$ cat config.mk
export PLATFORM = sky130hd
export DESIGN_NAME = servo_pulse_schedule_builder
export DESIGN_NICKNAME = d
export VERILOG_FILES = /design/src/rtl/spsb_pkg.sv /design/src/rtl/spsb_queue.sv /design/src/rtl/spsb_front.sv /design/src/rtl/spsb_back.sv /design/src/rtl/servo_pulse_schedule_builder.sv
export SDC_FILE = /design/constraint.sdc
export NUM_CORES = 2
export LEC_CHECK = 0
export BUFFER_PORTS_ARGS = -buffer_cell sky130_fd_sc_hd__buf_2
export CORE_MARGIN = 1.5
export CORE_UTILIZATION = 47
export DETAILED_ROUTE_END_ITERATION = 10
export PLACE_DENSITY = 0.73
export SYNTH_ARGS = -nofsm -noshare
export SYNTH_HDL_FRONTEND = slang
export SYNTH_SLANG_ARGS = --single-unit
$ cat constraint.sdc
create_clock -name clk -period 29.8 [get_ports clk]
set_input_delay 1.49 -clock clk [delete_from_list [all_inputs] [get_ports clk]]
set_output_delay 1.49 -clock clk [all_outputs]
set_load 0.05 [all_outputs]
$ cat src/rtl/spsb_pkg.sv
`default_nettype none
// ============================================================================
// spsb_pkg
// Shared types, constants and count conversion for the servo pulse
// schedule builder.
// ============================================================================
package spsb_pkg;

    localparam int unsigned NUM_LANES     = 6;
    localparam int unsigned CHANNELS_DEF  = 6;
    localparam int unsigned MAX_POS_DEF   = 180;
    localparam int unsigned QUEUE_DEPTH   = 2;

    localparam int unsigned POS_W  = 8;
    localparam int unsigned CNT_W  = 8;
    localparam int unsigned REG_W  = 8;
    localparam int unsigned IDX_W  = 1;

    localparam logic [IDX_W-1:0] REG_PULSE_MIN  = 1'd0;
    localparam logic [IDX_W-1:0] REG_PULSE_SPAN = 1'd1;

    localparam logic [REG_W-1:0] PULSE_MIN_RESET  = 8'd50;
    localparam logic [REG_W-1:0] PULSE_SPAN_RESET = 8'd200;

    // One decoded item: timer counts per lane and the lanes that are in use.
    typedef struct packed {
        logic [NUM_LANES-1:0][CNT_W-1:0] counts;
        logic [NUM_LANES-1:0]            present;
    } sched_job_t;

    // One schedule entry as it leaves the block.
    typedef struct packed {
        logic [CNT_W-1:0]     delay_counts;
        logic [NUM_LANES-1:0] channel_mask;
        logic                 last_entry;
    } sched_entry_t;

    // Pulse length in tens of microseconds to timer counts: len + len/4 - 1,
    // kept at zero for a zero length and saturated at the counter maximum.
    function automatic logic [CNT_W-1:0] len_to_counts(input logic [REG_W-1:0] len);
        logic [CNT_W:0] c;
        c = {1'b0, len} + {3'b000, len[REG_W-1:2]};
        if (c != '0)
        begin
            c = c - 1'b1;
        end
        if (c[CNT_W])
        begin
            return {CNT_W{1'b1}};
        end
        return c[CNT_W-1:0];
    endfunction

endpackage
`default_nettype wire

$ cat src/rtl/spsb_queue.sv
`default_nettype none
// ============================================================================
// spsb_queue
// Small first-in first-out buffer of registers with full and empty flags.
// ============================================================================
module spsb_queue
    import spsb_pkg::*;
#(
    parameter int unsigned WIDTH = 8,
    parameter int unsigned DEPTH = QUEUE_DEPTH
)
(
    input  wire logic             clk,
    input  wire logic             rst_n,
    input  wire logic             push,
    input  wire logic [WIDTH-1:0] wdata,
    output logic                  full,
    input  wire logic             pop,
    output logic      [WIDTH-1:0] rdata,
    output logic                  empty
);

    localparam int unsigned PTR_W = (DEPTH > 1) ? $clog2(DEPTH) : 1;
    localparam int unsigned CNT_W_Q = $clog2(DEPTH + 1);
    localparam logic [PTR_W-1:0] LAST_PTR = PTR_W'(DEPTH - 1);
    localparam logic [CNT_W_Q-1:0] FULL_CNT = CNT_W_Q'(DEPTH);

    logic [WIDTH-1:0]   mem_reg [DEPTH];
    logic [PTR_W-1:0]   wr_ptr_reg, wr_ptr_next;
    logic [PTR_W-1:0]   rd_ptr_reg, rd_ptr_next;
    logic [CNT_W_Q-1:0] fill_reg, fill_next;
    logic               do_push, do_pop;

    assign full    = (fill_reg == FULL_CNT);
    assign empty   = (fill_reg == '0);
    assign do_push = push && !full;
    assign do_pop  = pop && !empty;
    assign rdata   = mem_reg[rd_ptr_reg];

    always_comb
    begin
        wr_ptr_next = wr_ptr_reg;
        rd_ptr_next = rd_ptr_reg;
        fill_next   = fill_reg;
        if (do_push)
        begin
            wr_ptr_next = (wr_ptr_reg == LAST_PTR) ? '0 : wr_ptr_reg + 1'b1;
        end
        if (do_pop)
        begin
            rd_ptr_next = (rd_ptr_reg == LAST_PTR) ? '0 : rd_ptr_reg + 1'b1;
        end
        if (do_push && !do_pop)
        begin
            fill_next = fill_reg + 1'b1;
        end
        else if (do_pop && !do_push)
        begin
            fill_next = fill_reg - 1'b1;
        end
    end

    always_ff @(posedge clk or negedge rst_n)
    begin
        if (!rst_n)
        begin
            wr_ptr_reg <= '0;
            rd_ptr_reg <= '0;
            fill_reg   <= '0;
        end
        else
        begin
            wr_ptr_reg <= wr_ptr_next;
            rd_ptr_reg <= rd_ptr_next;
            fill_reg   <= fill_next;
        end
    end

    always_ff @(posedge clk)
    begin
        if (do_push)
        begin
            mem_reg[wr_ptr_reg] <= wdata;
        end
    end

endmodule
`default_nettype wire

$ cat src/rtl/spsb_front.sv
`default_nettype none
// ============================================================================
// spsb_front
// Two-stage scaling pipeline: position to pulse length to timer counts,
// one lane per channel.
// ============================================================================
module spsb_front
    import spsb_pkg::*;
#(
    parameter int unsigned CHANNELS = CHANNELS_DEF,
    parameter int unsigned MAX_POS  = MAX_POS_DEF
)
(
    input  wire logic                                 clk,
    input  wire logic                                 rst_n,
    input  wire logic                                 push,
    input  wire logic [NUM_LANES-1:0][POS_W-1:0]      position,
    input  wire logic [NUM_LANES-1:0]                 present_mask,
    output logic                                      full,
    input  wire logic [REG_W-1:0]                     pulse_span,
    output logic                                      job_valid,
    output sched_job_t                                job,
    input  wire logic                                 job_full
);

    localparam int unsigned PROD_W  = REG_W + POS_W;
    // Reciprocal of MAX_POS; exact floor division for any 16-bit product.
    localparam int unsigned SHIFT   = 24;
    localparam int unsigned RECIP_W = SHIFT + 1;
    localparam logic [RECIP_W-1:0] RECIP =
        RECIP_W'(((64'd1 << SHIFT) + 64'(MAX_POS) - 64'd1) / 64'(MAX_POS));
    localparam logic [POS_W-1:0] MAX_POS_V = POS_W'(MAX_POS);
    localparam logic [NUM_LANES-1:0] CH_MASK = NUM_LANES'((1 << CHANNELS) - 1);

    logic [PROD_W-1:0]         prod_reg [CHANNELS];
    logic [PROD_W-1:0]         prod_next [CHANNELS];
    logic [NUM_LANES-1:0]      present_reg;
    logic                      v1_reg;
    logic                      v2_reg;
    sched_job_t                job_reg, job_next;
    logic                      s1_ready, s2_ready, accept;
    logic [PROD_W+RECIP_W-1:0] scaled [CHANNELS];
    logic [POS_W-1:0]          clamped [CHANNELS];

    assign s2_ready  = !v2_reg || !job_full;
    assign s1_ready  = !v1_reg || s2_ready;
    assign full      = !s1_ready;
    assign accept    = push && s1_ready;
    assign job_valid = v2_reg;
    assign job       = job_reg;

    always_comb
    begin
        for (int i = 0; i < CHANNELS; i++)
        begin
            clamped[i]   = (position[i] > MAX_POS_V) ? MAX_POS_V : position[i];
            prod_next[i] = PROD_W'(pulse_span * clamped[i]);
        end
    end

    always_comb
    begin
        job_next = '0;
        job_next.present = present_reg;
        for (int i = 0; i < CHANNELS; i++)
        begin
            scaled[i] = (PROD_W+RECIP_W)'(prod_reg[i] * RECIP);
            job_next.counts[i] = len_to_counts(scaled[i][SHIFT +: REG_W]);
        end
    end

    always_ff @(posedge clk or negedge rst_n)
    begin
        if (!rst_n)
        begin
            v1_reg <= 1'b0;
            v2_reg <= 1'b0;
        end
        else
        begin
            if (s1_ready)
            begin
                v1_reg <= push;
            end
            if (s2_ready)
            begin
                v2_reg <= v1_reg;
            end
        end
    end

    always_ff @(posedge clk)
    begin
        if (accept)
        begin
            prod_reg    <= prod_next;
            present_reg <= present_mask & CH_MASK;
        end
        if (s2_ready && v1_reg)
        begin
            job_reg <= job_next;
        end
    end

endmodule
`default_nettype wire

$ cat src/rtl/spsb_back.sv
`default_nettype none
// ============================================================================
// spsb_back
// Schedule emitter: walks the distinct channel counts in ascending order,
// one entry per cycle while entry_full is low.
// ============================================================================
module spsb_back
    import spsb_pkg::*;
(
    input  wire logic             clk,
    input  wire logic             rst_n,
    input  wire logic             job_valid,
    input  wire sched_job_t       job,
    output logic                  job_pop,
    input  wire logic [REG_W-1:0] min_pulse,
    input  wire logic             entry_full,
    output logic                  entry_push,
    output sched_entry_t          entry
);

    logic                            busy_reg, busy_next;
    logic                            first_reg, first_next;
    logic [NUM_LANES-1:0][CNT_W-1:0] cnt_reg;
    logic [NUM_LANES-1:0]            present_reg;
    logic [NUM_LANES-1:0]            rem_reg, rem_next;
    logic [CNT_W-1:0]                prev_reg, prev_next;
    logic [CNT_W-1:0]                best;
    logic [NUM_LANES-1:0]            hit;
    logic [NUM_LANES-1:0]            rem_after;
    logic                            last;
    logic                            emit;
    logic [NUM_LANES-1:0]            nonzero;

    assign emit = busy_reg && !entry_full;

    // Smallest count among the channels not yet scheduled.
    always_comb
    begin
        best = {CNT_W{1'b1}};
        for (int i = 0; i < NUM_LANES; i++)
        begin
            if (rem_reg[i] && (cnt_reg[i] < best))
            begin
                best = cnt_reg[i];
            end
        end
        for (int i = 0; i < NUM_LANES; i++)
        begin
            hit[i] = rem_reg[i] && (cnt_reg[i] == best);
        end
    end

    // The first entry carries the minimum pulse and every channel whose
    // count is zero; later entries each close one distinct count.
    always_comb
    begin
        if (first_reg)
        begin
            entry.delay_counts = len_to_counts(min_pulse);
            entry.channel_mask = present_reg & ~rem_reg;
            rem_after          = rem_reg;
        end
        else
        begin
            entry.delay_counts = best - prev_reg;
            entry.channel_mask = hit;
            rem_after          = rem_reg & ~hit;
        end
        last             = (rem_after == '0);
        entry.last_entry = last;
    end

    assign entry_push = emit;
    assign job_pop    = job_valid && (!busy_reg || (emit && last));

    always_comb
    begin
        for (int i = 0; i < NUM_LANES; i++)
        begin
            nonzero[i] = (job.counts[i] != '0);
        end
    end

    always_comb
    begin
        busy_next  = busy_reg;
        first_next = first_reg;
        rem_next   = rem_reg;
        prev_next  = prev_reg;
        if (job_pop)
        begin
            busy_next  = 1'b1;
            first_next = 1'b1;
            rem_next   = job.present & nonzero;
            prev_next  = '0;
        end
        else if (emit)
        begin
            busy_next  = !last;
            first_next = 1'b0;
            rem_next   = rem_after;
            if (!first_reg)
            begin
                prev_next = best;
            end
        end
    end

    always_ff @(posedge clk or negedge rst_n)
    begin
        if (!rst_n)
        begin
            busy_reg  <= 1'b0;
            first_reg <= 1'b0;
            rem_reg   <= '0;
            prev_reg  <= '0;
        end
        else
        begin
            busy_reg  <= busy_next;
            first_reg <= first_next;
            rem_reg   <= rem_next;
            prev_reg  <= prev_next;
        end
    end

    always_ff @(posedge clk)
    begin
        if (job_pop)
        begin
            cnt_reg     <= job.counts;
            present_reg <= job.present;
        end
    end

endmodule
`default_nettype wire

$ cat src/rtl/servo_pulse_schedule_builder.sv
`default_nettype none
// ============================================================================
// servo_pulse_schedule_builder
// Turns six servo positions into a pulse-off schedule of timer count deltas
// and channel masks.
// ============================================================================
//
//  Channel   Handshake            Payload
//  -------   ------------------   ------------------------------------------
//  input     push / full          position_0..position_5, present_mask
//  result    empty / pop          delay_counts, channel_mask, last_entry
//  config    cfg_wr_en            cfg_index, cfg_wdata
//
//  An item enters the two-stage scaling pipeline in any cycle that full is
//  low; it then passes the scaling registers, the middle queue, the emitter
//  and the result queue before its first entry shows on the result ports.
//  The emitter produces one entry per cycle while the result queue is not
//  full; an item yields one entry plus one per distinct nonzero count: 1 to 7.
//  A two-entry queue sits between scaling and emitter and another one in
//  front of the result ports, so either side may stall on its own.
//  Reset clears all flags and loads the register defaults; no memory sweep.
//
module servo_pulse_schedule_builder
    import spsb_pkg::*;
#(
    parameter int unsigned CHANNELS = CHANNELS_DEF,
    parameter int unsigned MAX_POS  = MAX_POS_DEF
)
(
    input  wire logic                 clk,
    input  wire logic                 rst_n,
    input  wire logic                 push,
    output logic                      full,
    input  wire logic [POS_W-1:0]     position_0,
    input  wire logic [POS_W-1:0]     position_1,
    input  wire logic [POS_W-1:0]     position_2,
    input  wire logic [POS_W-1:0]     position_3,
    input  wire logic [POS_W-1:0]     position_4,
    input  wire logic [POS_W-1:0]     position_5,
    input  wire logic [NUM_LANES-1:0] present_mask,
    output logic                      empty,
    input  wire logic                 pop,
    output logic [CNT_W-1:0]          delay_counts,
    output logic [NUM_LANES-1:0]      channel_mask,
    output logic                      last_entry,
    input  wire logic                 cfg_wr_en,
    input  wire logic [IDX_W-1:0]     cfg_index,
    input  wire logic [REG_W-1:0]     cfg_wdata
);

    localparam int unsigned JOB_W   = $bits(sched_job_t);
    localparam int unsigned ENTRY_W = $bits(sched_entry_t);

    logic [REG_W-1:0] min_pulse_reg;
    logic [REG_W-1:0] pulse_span_reg;

    logic [NUM_LANES-1:0][POS_W-1:0] position;
    logic                            front_valid;
    sched_job_t                      front_job;
    logic                            mid_full, mid_empty, mid_pop;
    logic [JOB_W-1:0]                mid_rdata;
    sched_job_t                      back_job;
    logic                            entry_push, out_full;
    sched_entry_t                    entry;
    logic [ENTRY_W-1:0]              out_rdata;
    sched_entry_t                    head;

    always_ff @(posedge clk or negedge rst_n)
    begin
        if (!rst_n)
        begin
            min_pulse_reg  <= PULSE_MIN_RESET;
            pulse_span_reg <= PULSE_SPAN_RESET;
        end
        else if (cfg_wr_en)
        begin
            case (cfg_index)
                REG_PULSE_MIN:  min_pulse_reg  <= cfg_wdata;
                REG_PULSE_SPAN: pulse_span_reg <= cfg_wdata;
                default:        ;
            endcase
        end
    end

    assign position[0] = position_0;
    assign position[1] = position_1;
    assign position[2] = position_2;
    assign position[3] = position_3;
    assign position[4] = position_4;
    assign position[5] = position_5;

    spsb_front #(
        .CHANNELS (CHANNELS),
        .MAX_POS  (MAX_POS)
    ) u_front (
        .clk          (clk),
        .rst_n        (rst_n),
        .push         (push),
        .position     (position),
        .present_mask (present_mask),
        .full         (full),
        .pulse_span   (pulse_span_reg),
        .job_valid    (front_valid),
        .job          (front_job),
        .job_full     (mid_full)
    );

    spsb_queue #(
        .WIDTH (JOB_W),
        .DEPTH (QUEUE_DEPTH)
    ) u_mid_queue (
        .clk   (clk),
        .rst_n (rst_n),
        .push  (front_valid),
        .wdata (JOB_W'(front_job)),
        .full  (mid_full),
        .pop   (mid_pop),
        .rdata (mid_rdata),
        .empty (mid_empty)
    );

    assign back_job = sched_job_t'(mid_rdata);

    spsb_back u_back (
        .clk        (clk),
        .rst_n      (rst_n),
        .job_valid  (!mid_empty),
        .job        (back_job),
        .job_pop    (mid_pop),
        .min_pulse  (min_pulse_reg),
        .entry_full (out_full),
        .entry_push (entry_push),
        .entry      (entry)
    );

    spsb_queue #(
        .WIDTH (ENTRY_W),
        .DEPTH (QUEUE_DEPTH)
    ) u_out_queue (
        .clk   (clk),
        .rst_n (rst_n),
        .push  (entry_push),
        .wdata (ENTRY_W'(entry)),
        .full  (out_full),
        .pop   (pop),
        .rdata (out_rdata),
        .empty (empty)
    );

    assign head         = sched_entry_t'(out_rdata);
    assign delay_counts = head.delay_counts;
    assign channel_mask = head.channel_mask;
    assign last_entry   = head.last_entry;

endmodule
`default_nettype wire
==> flow_summary_export.csv <==
group,metric,value,unit
timing,max_fclk,72.6,MHz
clock_network,post_cts_repair_timing_setup_buffer_count,0,
synth,post-synth-top-area-cell,"sky130_fd_sc_hd__fa_1",
timing,totalNegativeSetupSlack,0,ns
timing,post-route-period-util,46.2,%
finish,drive_above_1_share,6.17,%
timing,hold_violations,0,
clock_network,ctsResizeCount,0,
worst_setup_path,startpoint_type,"flip-flop",
timing,max_slew.worst_pin.slew,1.16,ns
clock_network,total_clock_buffers_created_by_cts,49,
clock_network,clock_sink_count,390,
worst_setup_path,critical_path.most_common_cell,"sky130_fd_sc_hd__ha_1",
synth,ys_seq_area_share,20.1,%
die,i_o_pins,85,
worst_setup_path,slowest_stage,"sky130_fd_sc_hd__or4_1",
flow_run,drv_cap,0,
clock_network,hold_buffers,0,
clock_network,insertion_delay,0.64,ns
timing,timing.final.max_slew_violations,0,
die,fp.dieH,352,um
detailed_routing,postRouteAntennaNets,0,
detailed_routing,post_drt_via_cell_ratio,5.26,
timing,finalSetupViolCount,0,
global_routing,grt_use_total,20.7,%
synth,share_of_the_synthesized_area_in_the_top_cell_type,25.0,%
clock_network,cts_buffer_depth,3,
synth,yosys_register_bits,390,
synth,synth.top_cells.by_area,"sky130_fd_sc_hd__fa_1 25%, sky130_fd_sc_hd__ha_1 24%, sky130_fd_sc_hd__edfxtp_1 18%",
synth,postSynthCellCount,5554,
timing,layout_min_cycle_time,13.77,ns
finish,largest_register_ff_count,108,
synth,synth_async_sr_flop_share,10.8,%
synth,synth_edf_count,348,
finish,area.sequential,11500,um2
die,core_area,120000,um2
detailed_routing,firstDrtPassIters,6,
finish,antenna_cells,0,
worst_setup_path,critical_path.endpoint_type,"flip-flop",
clock_network,cts.htree.levels,2,
global_routing,antenna_found_initial,6,
clock_network,clk_root_buffer_cell,"sky130_fd_sc_hd__clkbuf_16",
timing,maxSlewHeadroom,22.3,%
die,floorplan.die_area,124000,um2
detailed_routing,routed_wl,125,mm
global_routing,grt_first_pass_wirelength,208,mm
clock_network,cts_tree,"built",
placed_design,placement.setup.worst_slack,16.15,ns
die,row_count,127,
min_path,min-delay-path-class,"reg2reg",
global_routing,grt-ovfl-total,0,
synth,yosysUniqueCellTypes,90,
finish,finish.utilization,50.8,%
synth,synth-warning-count,0,
global_routing,grt_start_max_net_pins,71,
die,die_w,352,um
finish,area_growth_syn_to_layout,6.70,%
placed_design,placement.io_buffers,84,
detailed_routing,drt_first_iter_violations,1727,
worst_setup_path,critical_path.max_stage_delay,0.76,ns
synth,mappedNetlistNets,7445,
die,start_util,47.6,%
worst_setup_path,timing.critical_path.arrival,14.28,ns
detailed_routing,routedWlPerCell,17.2,um
timing,rsz0062_at_grt,"no",
detailed_routing,via_count,38100,
status,outcome,"complete, no violations",
finish,num-nets-final,7495,
worst_setup_path,timing_worst_setup_path_type,"reg2reg",
synth,avgSynthCellArea,10.3,um2
worst_setup_path,timing.critical_path.fanout_max,70,
global_routing,first_global_vias,40400,
synth,yosys-top-cells-count,"1239 x sky130_fd_sc_hd__inv_1, 1107 x sky130_fd_sc_hd__ha_1, 716 x sky130_fd_sc_hd__fa_1",
synth,mappedNetlistArea,57300,um2
finish,layout.filler_cells,10800,
placed_design,detailedPlacementHpwl,104,mm
clock_network,worst_path_clk_slew,0.06,ns
placed_design,place_congestion,0.930,
timing,finClkSkew,0.0347,ns
detailed_routing,detail_route.drc_violations,0,
worst_setup_path,critPathRequiredTime,30.31,ns
timing,layout_setup_ws,16.03,ns
finish,footprint_of_the_multi_input_gates,40700,um2
synth,synth.most_common_cell,"sky130_fd_sc_hd__inv_1",
synth,synthFlopType,"sky130_fd_sc_hd__edfxtp_1",
-- stage by stage --
step / area [um2] / hold WS [ns] / instances
finish: 61200 / 0.421 / 7256
global route: 61200 / 0.419 / 7256
CTS: 61200 / 0.417 / 7256
detailed placement: 59500 / 0.405 / 7165
global placement: 59500 / 0.406 / 7165
floorplan: 57300 / 0.400 / 5554
-- routing by layer --
metal	track usage [%]	vias to the layer above	part of all wire, %
met3	2.59	144	4.3
met2	35.8	666	48
met1	27.7	19000	46
met5	0	-	0.010
met4	4.14	2	1.8
li1	-	18300	-
-- final cells by class --
type	count	area share, %
clock inverters	37	0.626
inverters	1240	7.61
well taps	1612	3.30
multi-input cells	3814	66.6
flip-flops and latches	390	18.8
repair buffers	109	0.994
clock buffers	54	2.07
-- kinds of logic after synthesis --
kind of cell	synth area share [%]
xor+xnor	3.54
buf+inv	8.90
flops	20.1
fa+ha+maj	49.2
compound gates	7.15
mux	2.24
simple gates	8.91
-- cells in the final DEF, fill, tap and decap left out, drive strengths merged, types with 18 or more instances in the layout --
cell	instances
clkbuf	54
nor2	155
edfxtp	348
o21bai	36
nand2b	45
and2	135
inv	1246
xor2	67
clkinv	22
o211ai	18
o21a	30
fa	716
nand3	55
nor3	49
mux2	98
nor2b	36
dfrtp	36
and3	113
buf	109
ha	1107
nor4	21
xnor2	165
a21o	80
a21oi	193
nand2	331
o21ai	130
-- critical path: cells and delay by family (launching register included) --
kind / cells / cell delay [ns]
compound gates: 16 / 3.08
flops: 1 / 0.44
buf+inv: 6 / 1.59
fa+ha+maj: 5 / 1.54
mux: 4 / 1.82
simple gates: 17 / 5.08
-- worst paths after layout --
kind / from / slack [ns] / endpoint / depth (start not counted)
min reg2reg: u_front.present_reg[4] / 0.42 / u_front.job[4] / 0
min in group asynchronous: rst_n / 0.99 / u_back.rem_reg[1] / 2
max: u_back.rem_reg[0] / 16.03 / u_back.rem_reg[0] / 48
max in group asynchronous: rst_n / 28.29 / pulse_span_reg[4] / 2
min: u_front.present_reg[4] / 0.42 / u_front.job[4] / 0
max reg2reg: u_back.rem_reg[0] / 16.03 / u_back.rem_reg[0] / 48
Power is left out: the tool's default activity adds up to more than one toggle a clock period on the data nets, which glitch-free logic cannot reach.
